--- src/sv/iprla_pkg.sv ---
// shared constants, codes and types of the route lookup and arp cache block
package iprla_pkg;

	localparam int ROUTE_ENTRIES = 16;
	localparam int ARP_ENTRIES   = 16;

	localparam int RIDX_W = $clog2(ROUTE_ENTRIES);
	localparam int AIDX_W = $clog2(ARP_ENTRIES);
	localparam int CNT_W  = $clog2(ARP_ENTRIES + 1);

	// request commands
	localparam logic [1:0] CMD_ROUTE_WR = 2'd0;
	localparam logic [1:0] CMD_LEARN    = 2'd1;
	localparam logic [1:0] CMD_FWD      = 2'd2;
	localparam logic [1:0] CMD_NONE     = 2'd3;

	// result status codes
	localparam logic [2:0] STS_WRITTEN = 3'd0;
	localparam logic [2:0] STS_LEARNED = 3'd1;
	localparam logic [2:0] STS_FULL    = 3'd2;
	localparam logic [2:0] STS_SAME    = 3'd3;
	localparam logic [2:0] STS_TTL     = 3'd4;
	localparam logic [2:0] STS_HIT     = 3'd5;
	localparam logic [2:0] STS_MISS    = 3'd6;
	localparam logic [2:0] STS_NOROUTE = 3'd7;

	// broadcast write of one routing slot
	typedef struct packed {
		logic              en;
		logic [RIDX_W-1:0] idx;
		logic [31:0]       dest;
		logic [31:0]       mask;
		logic [3:0]        port;
		logic              valid;
	} route_wr_t;

	// broadcast write of one arp cache entry
	typedef struct packed {
		logic              en;
		logic [AIDX_W-1:0] idx;
		logic [31:0]       ip;
		logic [47:0]       mac;
	} arp_wr_t;

	// route search token handed from cell to cell
	typedef struct packed {
		logic        valid;
		logic [31:0] dst;
		logic        match_f;
		logic [31:0] match_dest;
		logic [3:0]  match_port;
		logic        dflt_f;
		logic [31:0] dflt_dest;
		logic [3:0]  dflt_port;
		logic        first_f;
		logic [31:0] first_dest;
		logic [3:0]  first_port;
	} route_srch_t;

	// arp search token handed from cell to cell
	typedef struct packed {
		logic             valid;
		logic [31:0]      hop;
		logic [CNT_W-1:0] left;
		logic             hit;
		logic [47:0]      mac;
	} arp_srch_t;

	// one finished result
	typedef struct packed {
		logic [2:0]  status;
		logic [31:0] hop;
		logic [3:0]  port;
		logic [47:0] mac;
		logic        used;
	} result_t;

endpackage

--- src/sv/iprla_arp_cell.sv ---
// one arp cache entry with its stage of the arp search chain
module iprla_arp_cell (
	input  logic                         clk,
	input  logic                         arst_n,
	input  logic [iprla_pkg::AIDX_W-1:0] cell_idx,
	input  iprla_pkg::arp_wr_t           wr,
	input  iprla_pkg::arp_srch_t         srch_in,
	output iprla_pkg::arp_srch_t         srch_out
);

	logic [31:0] ip_q;
	logic [47:0] mac_q;
	logic        live;
	iprla_pkg::arp_srch_t srch_nxt;
	iprla_pkg::arp_srch_t srch_s1;
	logic                 vld_s1;

	always_ff @(posedge clk) begin
		if (wr.en && (wr.idx == cell_idx)) begin
			ip_q  <= wr.ip;
			mac_q <= wr.mac;
		end
	end

	// entry counts only while it is below the fill count
	assign live = (srch_in.left != '0);

	always_comb begin
		srch_nxt = srch_in;
		if (live) begin
			srch_nxt.left = srch_in.left - iprla_pkg::CNT_W'(1);
			if (!srch_in.hit && (ip_q == srch_in.hop)) begin
				srch_nxt.hit = 1'b1;
				srch_nxt.mac = mac_q;
			end
		end
	end

	always_ff @(posedge clk) begin
		srch_s1 <= srch_nxt;
	end

	always_ff @(posedge clk or negedge arst_n) begin
		if (!arst_n) begin
			vld_s1 <= 1'b0;
		end else begin
			vld_s1 <= srch_in.valid;
		end
	end

	always_comb begin
		srch_out       = srch_s1;
		srch_out.valid = vld_s1;
	end

endmodule

--- config.mk ---
export PLATFORM = sky130hd
export DESIGN_NAME = iprla_arp_cell
export DESIGN_NICKNAME = d
export VERILOG_FILES = /design/src/sv/iprla_pkg.sv /design/src/sv/iprla_arp_cell.sv
export SDC_FILE = /design/constraint.sdc
export NUM_CORES = 1
export LEC_CHECK = 0
export BUFFER_PORTS_ARGS = -buffer_cell sky130_fd_sc_hd__buf_4
export CAP_MARGIN = 20
export CORE_MARGIN = 2
export CORE_UTILIZATION = 38
export CTS_CLUSTER_SIZE = 14
export DETAILED_ROUTE_END_ITERATION = 16
export PLACE_DENSITY = 0.71
export SLEW_MARGIN = 20
export SYNTH_ARGS = -nofsm -noshare
export SYNTH_HDL_FRONTEND = slang
export SYNTH_SLANG_ARGS = --single-unit
--- constraint.sdc ---
create_clock -name clk -period 1.8 [get_ports clk]
set_input_delay 0.36 -clock clk [delete_from_list [all_inputs] [get_ports clk]]
set_output_delay 0.36 -clock clk [all_outputs]
set_load 0.02 [all_outputs]
Yosys cells after proc, flatten, opt, wreduce, memory -nomap -nowiden
Index checks and enable logic that the tools add are counted.

Register bits: 167. Bits of input ports: 178. Word-level logic and storage cells: 16.

Add/sub/neg operators: 1. Equality and inequality tests: 2. Multiplexer cells: 2. Reduce and logical (&&, ||, !) cells: 4.

Operator list (number): two-way mux 54 bit (1); two-way mux 49 bit (1); == test 32 bit (1); nonzero test 5 bit (1); subtractor 5 x 1 -> 5 bit, second input constant (1); == test 4 bit (1); logical AND 1 bit (2); zero test 1 bit (1).

Logic depth before layout (Yosys ltp)
Depth in word-level cells: 4. Depth in mapped cells: 9.

Least setup slack after synthesis
OpenSTA, ideal clock, no wires.

Kind: in2reg. Start point: input port cell_idx[0] (netlist name). End point: register ip_q[0], enable pin. Arrival time: 8956 ps. Slack: -7899 ps. Cell stages on the path: 3. Cells stage by stage: inv_1 -> a222oi_1 -> nor4b_1.

Word-level cells in the longest chain between the ends: 2.

RTL lines: from (decl) (line iprla_arp_cell.sv:5) `input logic [iprla_pkg::AIDX_W-1:0] cell_idx,`; == test 4 bit (line iprla_arp_cell.sv:19) `if (wr.en && (wr.idx == cell_idx)) begin`; logical AND 1 bit (line iprla_arp_cell.sv:19); to (signal assigned) (line iprla_arp_cell.sv:20) `ip_q <= wr.ip;`; to (decl) (line iprla_arp_cell.sv:11) `logic [31:0] ip_q;`.

No other way between the ends. A chain may end at the register's enable or synchronous reset.

==> results.yml <==
global_routing:
  grt_util_all_layers_pct: 16.0
  grt_max_degree: 39
  grt_overflow: 0
  antenna_found_initial: 2
  grt_pass1_vias: 3555
  grt_pass1_wl_mm: 17.5
clock_tree:
  clk_pin_slew_ps: 60
  postCtsSetupBuffers: 0
  cts_sinks: 167
  htreeDepth: 4
  clockBufferDepth: 2
  cts_tree: "done"
  cts_root_buf: "clkbuf_16"
  cts_buffers: 17
  insertion_delay_ps: 420
status:
  violations: "negative setup slack"
  status: "finished, violations left"
yosys:
  synth_ff_type: "dfxtp_1"
  synth_area_sq_um: 5370
  yosys_warnings: 0
  synth_cell_types: 28
  async_flop_share_pct: 0.599
  synth_cells: 291
  syn_nets: 470
  ys_seq_area_share_pct: 77.2
  synth_edf_count: 80
  yosys_register_bits: 167
  synth_area_per_cell_sq_um: 18.5
floorplan:
  ios: 265
  die_h_um: 123
  die_x_um: 123
  die_area_sq_um: 15100
  initial_utilization_pct: 38.9
  core-area_sq_um: 13800
  rows: 43
timing:
  drv_slew: 0
  post-route-min-period_ps: 2120
  fmax_mhz: 471
  setup_viol: 49
  worst_slack_ps: -322
  timing.slew.headroom_pct: 74.7
  fin_skew_ps: 4.86
  setup_tns_ps: -13430
  hold_violations: 0
  rsz0062_at_grt: "yes"
  worstMarginPinSlew_ps: 376
  min_period_over_period_pct: 118
critical_path:
  cp.arrival_ps: 2430
  path_class: "flip-flop to flip-flop"
  critPathCaptureType: "flip-flop"
  cp_max_fo: 38
  critPathLaunchType: "flip-flop"
  critPathRequiredTime_ps: 2100
drt:
  drt-total-wl_mm: 12.3
  drc: 0
  drt_iter0_drc: 128
  dr.pass1.iters: 5
  via_per_inst: 4.38
  vias: 3468
  wl_per_cell_um: 15.5
  ant_nets: 0
worst_hold_path:
  hold_path_class: "primary input to flip-flop"
placed_design:
  hpwl_mm: 9.65
  gp_congestion: 0.797
  port_buffers: 264
  dpl-instance-area_sq_um: 7810
  place_ws_ps: -646
power:
  p_int_mw: 6.68
  p_comb_share_pct: 10.0
  p_clk_share_pct: 40.4
  p_seq_share_pct: 49.6
  ir_drop_v: 0.000559
  leakage_nw: 3.68
  p_sw_mw: 1.82
  sw_frac_of_total_pct: 21.4
  p_per_area_nw_per_um2: 1010
  power_mw: 8.50
finish:
  areaGrowthSynthToFinish_pct: 56.2
  fin_nets: 776
  drive_gt1_share_pct: 61.8
  finish.instance_area_sq_um: 8390
  final_core_util_pct: 60.7
  n_fill_cell: 1083
run:
  cap_violations: 0
sequential cells by signal, indices dropped and copies added, names as in the netlist:
register / cells
mac_q: 48
srch_out: 86
vld_s1: 1
ip_q: 32
layout make-up:
class / instances / area (sq um) / share of cell area (%)
Sequential cell: 167 / 4150 / 49.4
Timing Repair Buffer: 293 / 2240 / 26.7
Multi-Input combinational cell: 112 / 1180 / 14.1
Clock buffer: 17 / 425 / 5.07
Tap cell: 180 / 225 / 2.68
Clock inverter: 15 / 136 / 1.63
Inverter: 6 / 27.5 / 0.328
Antenna cell: 2 / 5.00 / 0.0596
power by group through the flow:
stage	registers, mW	clock network (mW)	logic [mW]
3_3_place_gp	4.29	0	0.837
3_5_place_dp	4.30	0	0.854
2_1_floorplan	4.43	0	0.163
5_1_grt	4.23	3.66	0.907
4_1_cts	4.22	3.50	0.860
6_report	4.22	3.43	0.850
synth_stat cells (2+ instances only):
cell type / instances / share of area [%]
buf_2: 2 / 0.19
buf_6: 3 / 0.63
dfxtp_1: 86 / 32
edfxtp_1: 80 / 45
inv_1: 6 / 0.42
mux2_2: 28 / 5.9
mux2_4: 20 / 5.6
nand4_1: 4 / 0.47
nor2_1: 5 / 0.35
nor3_1: 3 / 0.28
nor4_1: 3 / 0.35
xnor2_1: 19 / 3.1
xor2_1: 17 / 2.8
cells in the final DEF, fill, tap and decap left out, drive strengths merged, types with 3 or more instances in the layout:
master	instances
dfxtp	86
edfxtp	80
clkinvlp	4
nand4	4
xnor2	19
nor3	4
mux2	48
nor2	5
buf	292
inv	7
clkbuf	17
clkinv	8
xor2	17
nor4	3
cells by family after synthesis:
family	synth area share, %
fa+ha+maj	0.233
xor+xnor	5.87
flops	77.2
compound gates	0.745
simple gates	2.91
mux	11.6
buf+inv	1.37
critical path, cell delays in order (launching register included):
cell	delay [ps]
edfxtp_1	410
xor2_1	170
nor4_2	410
nand3_1	170
nand4bb_4	270
buf_12	200
mux2_4	330
timing repair:
item / CTS / global route
endpoints found under the hold margin: 1 / 0
pin swaps: 2 / 1
setup endpoints to repair: 49 / 49
hold buffers: 1 / 0
gates resized for setup: 1 / 0
stage by stage:
stage / hold WS (ps) / cells
after floorplan: 64.4 / 291
after global placement: 140 / 757
after detailed placement: 139 / 757
after CTS: 39.0 / 790
after global routing: 34.4 / 790
final: 56.6 / 792
worst paths after layout:
kind                                      from              endpoint  slack, ps  cells past startpoint
max                         ip_q[16]$_DFFE_PP_  srch_out[29]$_DFF_P_       -320                      6
max in group asynchronous               arst_n      vld_s1$_DFF_PN0_       1460                      2
min reg2reg                mac_q[40]$_DFFE_PP_  srch_out[40]$_DFF_P_        470                      1
min in group asynchronous               arst_n      vld_s1$_DFF_PN0_        260                      2
max reg2reg                 ip_q[16]$_DFFE_PP_  srch_out[29]$_DFF_P_       -320                      6
min                                srch_in[86]      vld_s1$_DFF_PN0_         60                      1
routing by layer:
layer  vias up  GRT usage [%]  routed length (um)
met5         -              0                   0
met3        22           8.16                1470
met1      1593           15.3                4090
met4         0           8.05                 306
li1       1665              -                   -
met2       188           28.1                6430
No activity file was read; power rests on OpenSTA's default activity.
