[src/sv/iprla_pkg.sv]
// shared constants, codes and types of the route lookup and arp cache block
package iprla_pkg;

	localparam int ROUTE_ENTRIES = 16;
	localparam int ARP_ENTRIES   = 16;

	localparam int RIDX_W = $clog2(ROUTE_ENTRIES);
	localparam int AIDX_W = $clog2(ARP_ENTRIES);
	localparam int CNT_W  = $clog2(ARP_ENTRIES + 1);

	// request commands
	localparam logic [1:0] CMD_ROUTE_WR = 2'd0;
	localparam logic [1:0] CMD_LEARN    = 2'd1;
	localparam logic [1:0] CMD_FWD      = 2'd2;
	localparam logic [1:0] CMD_NONE     = 2'd3;

	// result status codes
	localparam logic [2:0] STS_WRITTEN = 3'd0;
	localparam logic [2:0] STS_LEARNED = 3'd1;
	localparam logic [2:0] STS_FULL    = 3'd2;
	localparam logic [2:0] STS_SAME    = 3'd3;
	localparam logic [2:0] STS_TTL     = 3'd4;
	localparam logic [2:0] STS_HIT     = 3'd5;
	localparam logic [2:0] STS_MISS    = 3'd6;
	localparam logic [2:0] STS_NOROUTE = 3'd7;

	// broadcast write of one routing slot
	typedef struct packed {
		logic              en;
		logic [RIDX_W-1:0] idx;
		logic [31:0]       dest;
		logic [31:0]       mask;
		logic [3:0]        port;
		logic              valid;
	} route_wr_t;

	// broadcast write of one arp cache entry
	typedef struct packed {
		logic              en;
		logic [AIDX_W-1:0] idx;
		logic [31:0]       ip;
		logic [47:0]       mac;
	} arp_wr_t;

	// route search token handed from cell to cell
	typedef struct packed {
		logic        valid;
		logic [31:0] dst;
		logic        match_f;
		logic [31:0] match_dest;
		logic [3:0]  match_port;
		logic        dflt_f;
		logic [31:0] dflt_dest;
		logic [3:0]  dflt_port;
		logic        first_f;
		logic [31:0] first_dest;
		logic [3:0]  first_port;
	} route_srch_t;

	// arp search token handed from cell to cell
	typedef struct packed {
		logic             valid;
		logic [31:0]      hop;
		logic [CNT_W-1:0] left;
		logic             hit;
		logic [47:0]      mac;
	} arp_srch_t;

	// one finished result
	typedef struct packed {
		logic [2:0]  status;
		logic [31:0] hop;
		logic [3:0]  port;
		logic [47:0] mac;
		logic        used;
	} result_t;

endpackage

[src/sv/iprla_route_cell.sv]
// one routing slot with its stage of the route search chain
module iprla_route_cell (
	input  logic                       clk,
	input  logic                       arst_n,
	input  logic [iprla_pkg::RIDX_W-1:0] cell_idx,
	input  iprla_pkg::route_wr_t       wr,
	input  iprla_pkg::route_srch_t     srch_in,
	output iprla_pkg::route_srch_t     srch_out
);

	logic [31:0] dest_q;
	logic [31:0] mask_q;
	logic [3:0]  port_q;
	logic        valid_q;
	iprla_pkg::route_srch_t srch_nxt;
	iprla_pkg::route_srch_t srch_s1;

	always_ff @(posedge clk) begin
		if (wr.en && (wr.idx == cell_idx)) begin
			dest_q <= wr.dest;
			mask_q <= wr.mask;
			port_q <= wr.port;
		end
	end

	always_ff @(posedge clk or negedge arst_n) begin
		if (!arst_n) begin
			valid_q <= 1'b0;
		end else if (wr.en && (wr.idx == cell_idx)) begin
			valid_q <= wr.valid;
		end
	end

	always_comb begin
		srch_nxt = srch_in;
		if (valid_q) begin
			if (!srch_in.first_f) begin
				srch_nxt.first_f    = 1'b1;
				srch_nxt.first_dest = dest_q;
				srch_nxt.first_port = port_q;
			end
			// default entries: the last one wins
			if (dest_q == 32'd0) begin
				srch_nxt.dflt_f    = 1'b1;
				srch_nxt.dflt_dest = dest_q;
				srch_nxt.dflt_port = port_q;
			end else if (!srch_in.match_f && ((srch_in.dst & mask_q) == dest_q)) begin
				srch_nxt.match_f    = 1'b1;
				srch_nxt.match_dest = dest_q;
				srch_nxt.match_port = port_q;
			end
		end
	end

	always_ff @(posedge clk) begin
		srch_s1 <= srch_nxt;
	end

	// only the token's valid needs a reset
	logic vld_s1;
	always_ff @(posedge clk or negedge arst_n) begin
		if (!arst_n) begin
			vld_s1 <= 1'b0;
		end else begin
			vld_s1 <= srch_in.valid;
		end
	end

	always_comb begin
		srch_out       = srch_s1;
		srch_out.valid = vld_s1;
	end

endmodule

[config.mk]
export PLATFORM = sky130hd
export DESIGN_NAME = iprla_route_cell
export DESIGN_NICKNAME = d
export VERILOG_FILES = /design/src/sv/iprla_pkg.sv /design/src/sv/iprla_route_cell.sv
export SDC_FILE = /design/constraint.sdc
export NUM_CORES = 1
export LEC_CHECK = 0
export ABC_AREA = 1
export BUFFER_PORTS_ARGS = -buffer_cell sky130_fd_sc_hd__buf_2
export CORE_AREA = 2 2 143 145
export DETAILED_ROUTE_END_ITERATION = 12
export DIE_AREA = 0 0 145 147
export GPL_TIMING_DRIVEN = 0
export PLACE_DENSITY = 0.67
export SLEW_MARGIN = 25
export SYNTH_ARGS = -nofsm -noshare
export SYNTH_HDL_FRONTEND = slang
export SYNTH_SLANG_ARGS = --single-unit
export TNS_END_PERCENT = 100
[constraint.sdc]
create_clock -name clk -period 2.2 [get_ports clk]
set_clock_uncertainty 0.05 [all_clocks]
set_input_delay 0 -clock clk [delete_from_list [all_inputs] [get_ports clk]]
set_output_delay 0 -clock clk [all_outputs]
set_load 0.02 [all_outputs]
### After elaboration in Yosys (flattened, before gate mapping)

Index checks and enable logic that the tools add are counted.

| storage, ports and cells | value |
|---|---|
| flip-flop bits (word level) | 213 |
| bits in latches | 0 |
| memory bits (writable) | 0 |
| ROM bits | 0 |
| input bits | 224 |
| output and inout port bits | 144 |
| logic and storage cells | 27 |
| memories kept | 0 |

| operators by class | value |
|---|---|
| add/sub/neg operators | 0 |
| multiply operators | 0 |
| divide/modulo/power cells | 0 |
| $lt $le $gt $ge | 0 |
| equality and inequality tests | 2 |
| shifts and indexed selects | 0 |
| multiplexer cells | 5 |
| bitwise operators | 1 |
| reductions and logical operators | 4 |

Operator list:

| kind | count |
|---|---|
| $mux W111 | 1 |
| $mux W37 | 3 |
| $mux W36 | 1 |
| $and A32 B32 Y32 | 1 |
| $eq A32 B32 Y1 | 1 |
| $logic_not A32 Y1 | 1 |
| $eq A4 B4 Y1 | 1 |
| $logic_and A1 B1 Y1 | 2 |
| $logic_not A1 Y1 | 1 |

### Depth between registers and ports, before layout

| logic depth | value |
|---|---|
| depth after elaboration | 6 |
| mapped depth | 12 |
| mapped depth without buffers | 11 |

### Least setup slack after synthesis

No wires, ideal clock.

| timing path | value |
|---|---|
| path kind | input port to flip-flop |
| from | input port cell_idx[1] (netlist name) |
| to | register dest_q[0], enable pin |
| arrival time | 1.725 ns |
| slack | 0.002 ns |
| stages | 4 |
| cell sequence | xor2_1 > nor3_1 > nand2_1 > inv_1 |

| on the way | value |
|---|---|
| longest elaborated chain between the ends | 2 |

Ends and longest elaborated chain:

| element | RTL line | RTL |
|---|---|---|
| from (decl) | iprla_route_cell.sv:5 | `input logic [iprla_pkg::RIDX_W-1:0] cell_idx,` |
| $eq A4 B4 Y1 | iprla_route_cell.sv:19 | `if (wr.en && (wr.idx == cell_idx)) begin` |
| $logic_and A1 B1 Y1 | iprla_route_cell.sv:19 |  |
| to (signal assigned) | iprla_route_cell.sv:20 | `dest_q <= wr.dest;` |
| to (decl) | iprla_route_cell.sv:11 | `logic [31:0] dest_q;` |

No other way between the ends.
A chain may end at the register's enable or synchronous reset.

==> metrics.log <==
[metrics] core region area: 19,800 um^2
[metrics] Routed WL per cell: 15.7 um
[metrics] global-route wire length before repair: 40.7 mm
[metrics] worst slew pin tran: 572 ps
[metrics] total count of max-transition violations in the final report: 0
[metrics] via count normalized by instance count: 4.47
[metrics] headroom to the max-slew limit: 0.619
[metrics] max frequency: 499 MHz
[metrics] crit-path leading delay family: simple AND/OR/NAND/NOR gates
[metrics] number of global-route vias before repair: slightly above 8k
[metrics] number of placement rows: 52
[metrics] fin worst setup slack: between 150 and 200 ps
[metrics] worst-path fanout max: 10
[metrics] final setup violation count: 0
[metrics] Post-DRT Antenna Nets: 0
[metrics] placer's final routability congestion estimate: 0.805
[metrics] most common library cell in the layout ignoring fill and taps: sky130_fd_sc_hd__buf_2
[metrics] vias: 7,540
[metrics] I/O pin count: 368
[metrics] static leakage: 6.17 nW
[metrics] Crit-path slowest cell: sky130_fd_sc_hd__edfxtp_1
[metrics] category of the worst setup path launch point: register
[metrics] final worst path period share: 0.911
[metrics] Req. time, crit path: 2540 ps
[metrics] final standard cell utilization of the core: 0.629
[metrics] number of standard cells in the layout, taps in and fillers out: 1,685
[metrics] max-cap check violation count: 0
[metrics] remaining routing DRC violations: 0
[metrics] minimum setup slack after placement: -20.4 ps
[metrics] total of flip-flops plus latches after synthesis: 213
[metrics] largest vdd supply drop: 0.000594 V
[metrics] CTS H-tree depth: 1
[metrics] worst stage delay on the critical path: 440 ps
[metrics] clock insertion delay at the later pin of the skew report: about 500 ps
[metrics] worst setup path category: register to register
[metrics] total gr overflow: 0
[metrics] CTS tree: built
[metrics] number of library cell types mapped by synthesis: 23
[metrics] Final Net Count: 1,621
[metrics] Initial Util: 0.372
[metrics] count of mapped cells out of synthesis: 786
[metrics] share of cells above drive strength 1: 0.302
[metrics] area growth from synthesis to layout: 69.2%
[metrics] Detailed Route WL: about 26 mm
[metrics] CP Cell Sequence: nor2_1 -> nand2_1 -> nor2_1 -> nand2_1 -> nor2_4 -> nand2_2 -> inv_1 -> buf_2 -> nor2_1
[metrics] sequential fraction of the synthesis area: 0.671
[metrics] highest-count cells in the layout ignoring fill and taps: 372 x sky130_fd_sc_hd__buf_2, 258 x sky130_fd_sc_hd__nand2_1, 215 x sky130_fd_sc_hd__dlygate4sd3_1
[metrics] library cell used as clock root buffer: sky130_fd_sc_hd__clkbuf_16
[metrics] number of inserted filler cells in the final layout: between 1.5k and 2k
[metrics] power per cell area: approximately 780 nW/um^2
[metrics] Tmin final: 2000 ps
[metrics] DP Wirelength: 16.8 mm
[metrics] Power, Total: 9.73 mW
[metrics] number of failing hold endpoints at the final stage: 0
[metrics] critical path data arrival time: 2340 ps
[metrics] setup repair after global routing missed its margin: no
[metrics] WP buf/inv: 2
[metrics] Hold Crit Class: input port to register
[metrics] Worst Setup End Kind: register
[metrics] total number of clock tree sinks: around 210
[metrics] Mapped Nets: 1,010
[metrics] number of optimization iterations in the first detailed-route pass: 5
[metrics] synth warn: 0
[metrics] IO Port Bufs: 367
[metrics] Chip Width: 145 um
[metrics] total routing resource utilization after global routing: 0.241
[metrics] total standard cell area after synthesis: ~7400 um^2
[metrics] clock input transition at the sequential cells of the worst setup and hold paths: 60 ps
[metrics] average instance area after synthesis: 9.39 um^2
[metrics] most repeated library cell on the critical path: sky130_fd_sc_hd__nor2_1
[metrics] antenna violations before repair: 1
[metrics] pin count of the biggest net entering global routing: 37
[metrics] Die ar.: 21,300 um^2
[metrics] number of violations reported at the end of detailed-routing iteration 0: around 300
[metrics] Max clock buf depth: 3
[metrics] run status: finished clean
[metrics] Placed Cells incl. Taps: 1,424
[metrics] clock buffer count from CTS: 23
[metrics] floorplan die height: 147 um
## layout make-up
| type | count | area (um^2) | share of cell area |
|---|---|---|---|
| multi-input combinational | 469 | 1990 | 0.159 |
| sequential | 213 | 4950 | 0.397 |
| clock inverter | 11 | 65.1 | 0.00521 |
| clock buffer | 31 | 646 | 0.0517 |
| tap | 270 | 338 | 0.0271 |
| antenna | 1 | 2.50 | 0.000200 |
| buffer | 20 | 134 | 0.0107 |
| timing repair buffer | 586 | 4040 | 0.324 |
| inverter | 84 | 318 | 0.0255 |
## layer usage
layer | global-route usage | part of all wire
met1 | 0.259 | 0.38
met2 | 0.446 | 0.51
met3 | 0.0568 | 0.068
met4 | 0.120 | 0.045
met5 | 0 | 0
## kinds of logic after synthesis
group / synth area share
AND/OR/NAND/NOR: 0.236
AO/OA/AOI/OAI: 0.0278
flip-flops: 0.671
XOR/XNOR: 0.00475
buffers and inverters: 0.0605
## worst register-to-register path, cell delays in order (launching register included)
cell and delay [ps]:
sky130_fd_sc_hd__edfxtp_1 440, sky130_fd_sc_hd__nor2_1 160, sky130_fd_sc_hd__nand2_1 90, sky130_fd_sc_hd__nor2_1 170, sky130_fd_sc_hd__nand2_1 150, sky130_fd_sc_hd__nor2_4 170, sky130_fd_sc_hd__nand2_2 150, sky130_fd_sc_hd__inv_1 180
sky130_fd_sc_hd__buf_2 250, sky130_fd_sc_hd__nor2_1 90
## what timing repair did
action,CTS,global route
endpoints found under the hold margin,215,0
hold buffers,215,0
setup endpoints to repair,2,32
cloned,0,0
buffers inserted,2,1
gates resized for setup,0,2
pin swaps,1,1
## power by group
part / internal (mW) / leakage (nW) / switching (mW)
Sequential: 4.36 / 1.84 / 0.0998
Combinational: 0.708 / 3.98 / 0.961
Clock: 2.06 / 0.349 / 1.54
Total: 7.13 / 6.17 / 2.61
## path summary, 6_finish.rpt
kind                                              to  slack [ps]  cells past startpoint                 start
worst min register to register  srch_out[75]$_DFF_P_         470                      2   port_q[1]$_DFFE_PP_
worst max-delay path            srch_out[69]$_DFF_P_         200                      9  dest_q[18]$_DFFE_PP_
worst max register to register  srch_out[69]$_DFF_P_         200                      9  dest_q[18]$_DFFE_PP_
worst min-delay path            dest_q[20]$_DFFE_PP_          50                      3                wr[73]
min in group asynchronous           vld_s1$_DFF_PN0_         360                      3                arst_n
max in group asynchronous        valid_q$_DFFE_PN0P_        1560                      3                arst_n
## synthesized netlist by cell type
| cell | number | share of area |
|---|---|---|
| sky130_fd_sc_hd__buf_2 | 6 | 0.0041 |
| sky130_fd_sc_hd__buf_4 | 1 | 0.0010 |
| sky130_fd_sc_hd__buf_6 | 6 | 0.0092 |
| sky130_fd_sc_hd__clkbuf_1 | 7 | 0.0036 |
| sky130_fd_sc_hd__dfrtp_1 | 2 | 0.0068 |
| sky130_fd_sc_hd__dfxtp_1 | 143 | 0.39 |
| sky130_fd_sc_hd__edfxtp_1 | 68 | 0.28 |
| sky130_fd_sc_hd__inv_1 | 84 | 0.043 |
| sky130_fd_sc_hd__nand2_1 | 258 | 0.13 |
| sky130_fd_sc_hd__nand2_2 | 1 | 0.00085 |
| sky130_fd_sc_hd__nand3_1 | 77 | 0.052 |
| sky130_fd_sc_hd__nand3_4 | 1 | 0.0024 |
| sky130_fd_sc_hd__nand4_1 | 3 | 0.0025 |
| sky130_fd_sc_hd__nor2_1 | 78 | 0.040 |
| sky130_fd_sc_hd__nor2_2 | 1 | 0.00085 |
| sky130_fd_sc_hd__nor2_4 | 1 | 0.0015 |
| sky130_fd_sc_hd__nor2b_1 | 1 | 0.00085 |
| sky130_fd_sc_hd__nor3_1 | 1 | 0.00068 |
| sky130_fd_sc_hd__nor3_4 | 1 | 0.0022 |
| sky130_fd_sc_hd__o21ai_0 | 41 | 0.028 |
| sky130_fd_sc_hd__or2_2 | 1 | 0.00085 |
| sky130_fd_sc_hd__xnor2_1 | 2 | 0.0024 |
| sky130_fd_sc_hd__xor2_1 | 2 | 0.0024 |
## per-stage QoR
stage / hold WS (ps) / setup TNS [ps] / area [um^2]
floorplan: -346 / 0 / 7380
global placement: -219 / -60950 / 9560
CTS: 55.9 / 0 / 12500
detailed placement: -223 / -20.4 / 9580
global route: 94.5 / 0 / 12500
finish: 48.3 / 0 / 12500
## flip-flops by register name (all words and copies together) (netlist names)
signal	count
srch_out	143
dest_q	32
mask_q	32
port_q	4
valid_q	1
vld_s1	1
Note: power is estimated with default switching activity, not from simulation.
